`src/sv/canonical_huffman_codec_core_defines.svh`:
```
// Assertion macros for the canonical Huffman codec core.
// Depends on nothing; included by the top level, which supplies clk_i and rst_ni.
`ifndef CANONICAL_HUFFMAN_CODEC_CORE_DEFINES_SVH
`define CANONICAL_HUFFMAN_CODEC_CORE_DEFINES_SVH
`ifndef SYNTHESIS
`define CHC_ASSERT_IMP(lbl, ante, cons, msg) \
  lbl: assert property (@(posedge clk_i) disable iff (!rst_ni) (ante) |-> (cons)) else $error(msg);
`define CHC_ASSERT_NXT(lbl, ante, cons, msg) \
  lbl: assert property (@(posedge clk_i) disable iff (!rst_ni) (ante) |=> (cons)) else $error(msg);
`else
`define CHC_ASSERT_IMP(lbl, ante, cons, msg)
`define CHC_ASSERT_NXT(lbl, ante, cons, msg)
`endif
`endif

```
`src/sv/chc_pkg.sv`:
```
// Shared types, codes and sizes of the canonical Huffman codec core.
// Depends on nothing.
package chc_pkg;
  localparam int NUM_SYMBOLS  = 256;
  localparam int MAX_CODE_LEN = 15;
  localparam int SYM_W        = 8;
  localparam int CNT_W        = 9;
  localparam int TOT_W        = 25;

  localparam logic [1:0] REQ_LOAD   = 2'd0;
  localparam logic [1:0] REQ_BUILD  = 2'd1;
  localparam logic [1:0] REQ_DECODE = 2'd2;
  localparam logic [1:0] REQ_ENCODE = 2'd3;

  localparam logic [2:0] ST_BUILT    = 3'd0;
  localparam logic [2:0] ST_REJECTED = 3'd1;
  localparam logic [2:0] ST_DECODED  = 3'd2;
  localparam logic [2:0] ST_OVERLONG = 3'd3;
  localparam logic [2:0] ST_ENCODED  = 3'd4;
  localparam logic [2:0] ST_NOTREADY = 3'd5;

  typedef enum logic [2:0] {
    S_CLEAR, S_IDLE, S_SCAN, S_KRAFT, S_KCHK, S_CODES, S_EMIT
  } state_e;

  typedef struct packed {
    logic acc;
    logic clr_en;
    logic cnt_clr;
    logic cnt_inc;
    logic scan_en;
    logic kraft_en;
    logic kchk;
    logic codes_en;
    logic emit;
  } cmd_t;

  typedef struct packed {
    logic cnt_last;
    logic cnt_end;
    logic tbl_ready;
    logic dec_hit;
    logic dec_over;
    logic build_ok;
    logic out_free;
  } stat_t;
endpackage

```
`src/sv/chc_ctrl.sv`:
```
// Controller state machine of the canonical Huffman codec core.
// Depends on chc_pkg.
module chc_ctrl import chc_pkg::*; (
  input  logic       clk_i,
  input  logic       rst_ni,
  input  logic       in_valid_i,
  input  logic [1:0] req_i,
  input  stat_t      stat_i,
  output logic       in_ready_o,
  output cmd_t       cmd_o,
  output state_e     state_o
);
  state_e state_q, state_d;
  logic   acc;

  assign in_ready_o = (state_q == S_IDLE);
  assign acc        = in_valid_i && in_ready_o;
  assign state_o    = state_q;

  always_ff @(posedge clk_i or negedge rst_ni) begin
    if (!rst_ni) begin
      state_q <= S_CLEAR;
    end else begin
      state_q <= state_d;
    end
  end

  always_comb begin
    state_d = state_q;
    case (state_q)
      S_CLEAR: if (stat_i.cnt_last) state_d = S_IDLE;
      S_IDLE: begin
        if (acc) begin
          case (req_i)
            REQ_BUILD:  state_d = S_SCAN;
            REQ_ENCODE: state_d = S_EMIT;
            REQ_DECODE: begin
              if (!stat_i.tbl_ready || stat_i.dec_hit || stat_i.dec_over) state_d = S_EMIT;
            end
            default:    state_d = S_IDLE;
          endcase
        end
      end
      S_SCAN:  if (stat_i.cnt_end) state_d = S_KRAFT;
      S_KRAFT: if (stat_i.cnt_end) state_d = S_KCHK;
      S_KCHK:  state_d = stat_i.build_ok ? S_CODES : S_EMIT;
      S_CODES: if (stat_i.cnt_end) state_d = S_EMIT;
      S_EMIT:  if (stat_i.out_free) state_d = S_IDLE;
      default: state_d = S_IDLE;
    endcase
  end

  always_comb begin
    cmd_o     = '0;
    cmd_o.acc = acc;
    case (state_q)
      S_CLEAR: begin
        cmd_o.clr_en  = 1'b1;
        cmd_o.cnt_inc = 1'b1;
      end
      S_IDLE:  cmd_o.cnt_clr = 1'b1;
      S_SCAN: begin
        cmd_o.scan_en = 1'b1;
        cmd_o.cnt_inc = !stat_i.cnt_end;
        cmd_o.cnt_clr = stat_i.cnt_end;
      end
      S_KRAFT: begin
        cmd_o.kraft_en = 1'b1;
        cmd_o.cnt_inc  = 1'b1;
      end
      S_KCHK: begin
        cmd_o.kchk    = 1'b1;
        cmd_o.cnt_clr = 1'b1;
      end
      S_CODES: begin
        cmd_o.codes_en = 1'b1;
        cmd_o.cnt_inc  = 1'b1;
      end
      S_EMIT:  cmd_o.emit = stat_i.out_free;
      default: cmd_o = '0;
    endcase
  end
endmodule

```
`config.mk`:
```
export PLATFORM = sky130hd
export DESIGN_NAME = chc_ctrl
export DESIGN_NICKNAME = d
export VERILOG_FILES = /design/src/sv/canonical_huffman_codec_core_defines.svh /design/src/sv/chc_pkg.sv /design/src/sv/chc_ctrl.sv
export SDC_FILE = /design/constraint.sdc
export NUM_CORES = 1
export LEC_CHECK = 0
export BUFFER_PORTS_ARGS = -buffer_cell sky130_fd_sc_hd__buf_2
export CORE_AREA = 2 2 39 41
export DETAILED_ROUTE_END_ITERATION = 6
export DIE_AREA = 0 0 41 43
export SLEW_MARGIN = 40
export SYNTH_ARGS = -nofsm -noshare
export SYNTH_HDL_FRONTEND = slang
export SYNTH_SLANG_ARGS = --single-unit
```
`constraint.sdc`:
```
create_clock -name clk_i -period 2.5 [get_ports clk_i]
set_clock_uncertainty 0.2 [all_clocks]
set_input_delay 0.625 -clock clk_i [delete_from_list [all_inputs] [get_ports clk_i]]
set_output_delay 0.625 -clock clk_i [all_outputs]
set_load 0.05 [all_outputs]
```
=== Word level (Yosys, flattened, before mapping) ===
Cells that the tools add are included.

* Register bits: 3
* Output and inout port bits: 13
* Logic and storage cells: 46

* Equality and inequality tests: 16
* Mux-type cells: 19
* Reduce and logical (&&, ||, !) cells: 10

{| class="wikitable"
|+ Operator list
! kind !! number
|-
| 3-bit 2-to-1 mux || 7
|-
| 3-bit one-hot mux with 7 select lines || 1
|-
| 2-bit != test, second input constant || 5
|-
| 3-bit == test, second input constant || 3
|-
| 3-bit one-hot mux with 3 select lines || 1
|-
| 1-bit 2-to-1 mux || 7
|-
| 7-bit AND reduction || 1
|-
| 7-bit OR reduction || 1
|-
| 3-bit by 2-bit == test with 1-bit output, second input constant || 2
|-
| 2-bit == test, second input constant || 2
|-
| 1-bit one-hot mux with 2 select lines || 2
|-
| 3-bit by 1-bit == test with 1-bit output, second input constant || 1
|-
| 3-bit zero test || 1
|-
| 3-bit != test, second input constant || 1
|-
| 3-bit OR reduction || 1
|-
| 2-bit by 1-bit == test with 1-bit output, second input constant || 1
|-
| 1-bit zero test || 2
|-
| 1-bit logical OR || 2
|-
| 2-bit 2-to-1 mux || 1
|-
| 2-bit by 1-bit != test with 1-bit output, second input constant || 1
|-
| 2-bit OR reduction || 1
|-
| 1-bit logical AND || 1
|}

=== Longest topological paths before layout ===
* Depth in word-level cells: 7
* Mapped depth: 6

=== Worst setup path before layout ===
Ideal clock, no wire load.

* Kind: flip-flop to output port
* Start: reg state_q[1], in the netlist state_o[1]
* End: out cmd_o[6] (netlist name)
* Path slack: -1.081 ns
* Stages on the path, launching flop included: 5
* Data arrival time: 2.756 ns
* Cells stage by stage: dfrtp_1 > buf_2 > nor3b_1 > nand2_1 > o21ai_1

{| class="wikitable"
|+ RTL lines
! what !! RTL line !! RTL
|-
| start, declared || chc_ctrl.sv:13 || <nowiki>state_e state_q, state_d;</nowiki>
|-
| start signal, assigned || chc_ctrl.sv:24 || <nowiki>state_q <= state_d;</nowiki>
|-
| end, declared || chc_ctrl.sv:10 || <nowiki>output cmd_t cmd_o,</nowiki>
|}

==> reports/qor.csv <==
metric,value,unit
status,"complete, no violations",
FMAX,420,MHz
endpoints failing hold,0,
TritonCTS clock tree,yes,
die height,43,um
multi-input gate area in the final layout,323,sq um
chip width,41,um
number of DRC markers in iteration 0,7,
dominant cell type by area after synthesis,sky130_fd_sc_hd__dfrtp_1,
Gate Count Post-Synth,45,
register area share after synthesis,19.5,%
largest fanout on the critical path,5,
"delay-heaviest family, CP",simple AND/OR/NAND/NOR gates,
arrival time of the worst setup path,1560,ps
CTS Hold Bufs,1,
Synth top area share,19.5,%
unrepaired setup endpoints after global routing,false,
vias in the first global route,388,
Pre-antenna DRT Iters,4,
post-route core utilization,43.1,%
number of synthesized register bits,3,
number of buffers created by CTS,3,
Antenna Violating Nets Remaining,0,
post-cts sizing count,0,
cell-by-cell listing of the critical path,"inv_2, nor3_4, and2_4, buf_2",
Die Area,1760,sq um
max-cap check violation count,0,
worst hold-check slack,505,ps
area grow syn2layout,54.9,%
post-route minimum period,2380,ps
Filler cells,146,
routed length per instance,12.1,um
total setup buffers inserted after CTS,0,
path type of the worst setup path,reg -> out,
data required time of the worst path,1670,ps
Netlist cell types,29,
input/output buffers,24,
FF+latch area,78.8,sq um
starting density of the core,27.8,%
standard cell area after detailed placement,561,sq um
master of the slowest instance on the critical path,sky130_fd_sc_hd__dfrtp_2,
mean cell area of the mapped netlist,8.56,sq um
CP startpoint kind,flop,
"slowest stage delay, CP",440,ps
total detailed-routing wirelength,1070,um
"Net Count, Synth",57,
Max Buffers Root-to-Sink,2,
RePlAce Congestion,0.737,
H-Tree Depth,1,
fin. max-slew vios,0,
Ports,25,
num rows,14,
wire length of the first global-routing pass,1560,um
placeable core region,1380,sq um
leading cell types by total area after synthesis,"sky130_fd_sc_hd__dfrtp_1, sky130_fd_sc_hd__nor2b_4, sky130_fd_sc_hd__o21ai_0",
Least-Margin Pin Slew,346,ps
fraction of final layout cells sized beyond drive strength 1,61.1,%
netlist area before placement,385,sq um
number of warnings issued by yosys,0,
drt via density,5.25,
aggregate global-route resource usage,13.3,%
CP Buf/Inv Count,2,
master cell of the clock root buffer,sky130_fd_sc_hd__clkbuf_4,
final instance area,597,sq um
"leading cell type in the layout, fill and taps excluded",sky130_fd_sc_hd__buf_2,
later-pin clock latency in the skew report,240,ps
DRC Markers,0,
global-route congestion overflow total,0,
worst min-delay path class,in -> async,
vias after detailed routing,462,
maximum number of pins on one net before global-route repair,19,
"flip-flop count of the largest register, all copies and words added",3,
clock transition at the registers of the reported paths,40,ps
"Net count, final",85,
Final period util,95.3,%
number of antenna violations at the first check in global routing,0,
Diodes inserted,0,
most used cells in the layout excluding fill and tap cells,"sky130_fd_sc_hd__buf_2, sky130_fd_sc_hd__o21ai_0, sky130_fd_sc_hd__clkbuf_4, sky130_fd_sc_hd__dfrtp_2",
placed wire-length estimate,779,um
category of the worst setup path capture point,output port,
clock sink count,3,
worst relative slew slack,76.7,%
final count of negative-setup-slack endpoints,0,
Yosys cell counts (all sizes together):
cell type	n
o21ai	7
buf	4
nor2b	4
dfrtp	3
a211oi	2
and2	2
nand2	2
nand3b	2
nor3	2
nor3b	2
o31ai	2
a21o	1
a21oi	1
a22oi	1
and2b	1
and4	1
inv	1
mux2	1
mux2i	1
nand4bb	1
nor2	1
nor4	1
o22a	1
o31a	1
stage by stage:
| step | cells | TNS [ps] | setup slack, ps |
|---|---|---|---|
| 6_report | 88 | 0 | 118 |
| 5_1_grt | 88 | 0 | 20.8 |
| 4_1_cts | 88 | 0 | 90.1 |
| 3_5_place_dp | 83 | 0 | 208 |
| 3_3_place_gp | 83 | 0 | 234 |
| 2_1_floorplan | 45 | -204 | -204 |
routing by layer:
metal,global-route usage [%],vias to the layer above,share of wire [%]
li1,-,222,-
met3,3.14,2,7.0
met4,10.0,0,2.0
met2,20.9,22,44
met1,14.1,216,47
met5,0,-,0
final timing paths:
path                                   startpoint                      to  slack (ps)  cells past startpoint
setup / recovery           state_o[0]$_DFFE_PN0P_                cmd_o[8]         120                      4
hold / removal                             rst_ni  state_o[1]$_DFFE_PN0P_         510                      2
setup reg to reg           state_o[2]$_DFFE_PN0P_  state_o[1]$_DFFE_PN0P_         700                      4
hold reg to reg            state_o[0]$_DFFE_PN0P_  state_o[0]$_DFFE_PN0P_         550                      2
max in group asynchronous                  rst_ni  state_o[0]$_DFFE_PN0P_        1470                      2
min in group clk_i                       req_i[1]  state_o[2]$_DFFE_PN0P_         510                      3
cells by family (layout without fill, tap and decap cells):
group / after synthesis / in the layout / synth area share [%]
compound gates: 16 / 16 / 26.9
simple gates: 19 / 19 / 39.3
mux: 2 / 2 / 6.49
flops: 3 / 3 / 19.5
buf+inv: 5 / 32 / 7.79
cell type report:
cell class	count	share of cell area, %
clock buffers	4	4.40
repair buffers	27	24.3
well taps	16	3.35
inverters	1	0.629
multi-input cells	37	54.1
flip-flops and latches	3	13.2
Power is not shown: default switching activity piles up to over one toggle a cycle in this logic, so the estimate is an artifact.
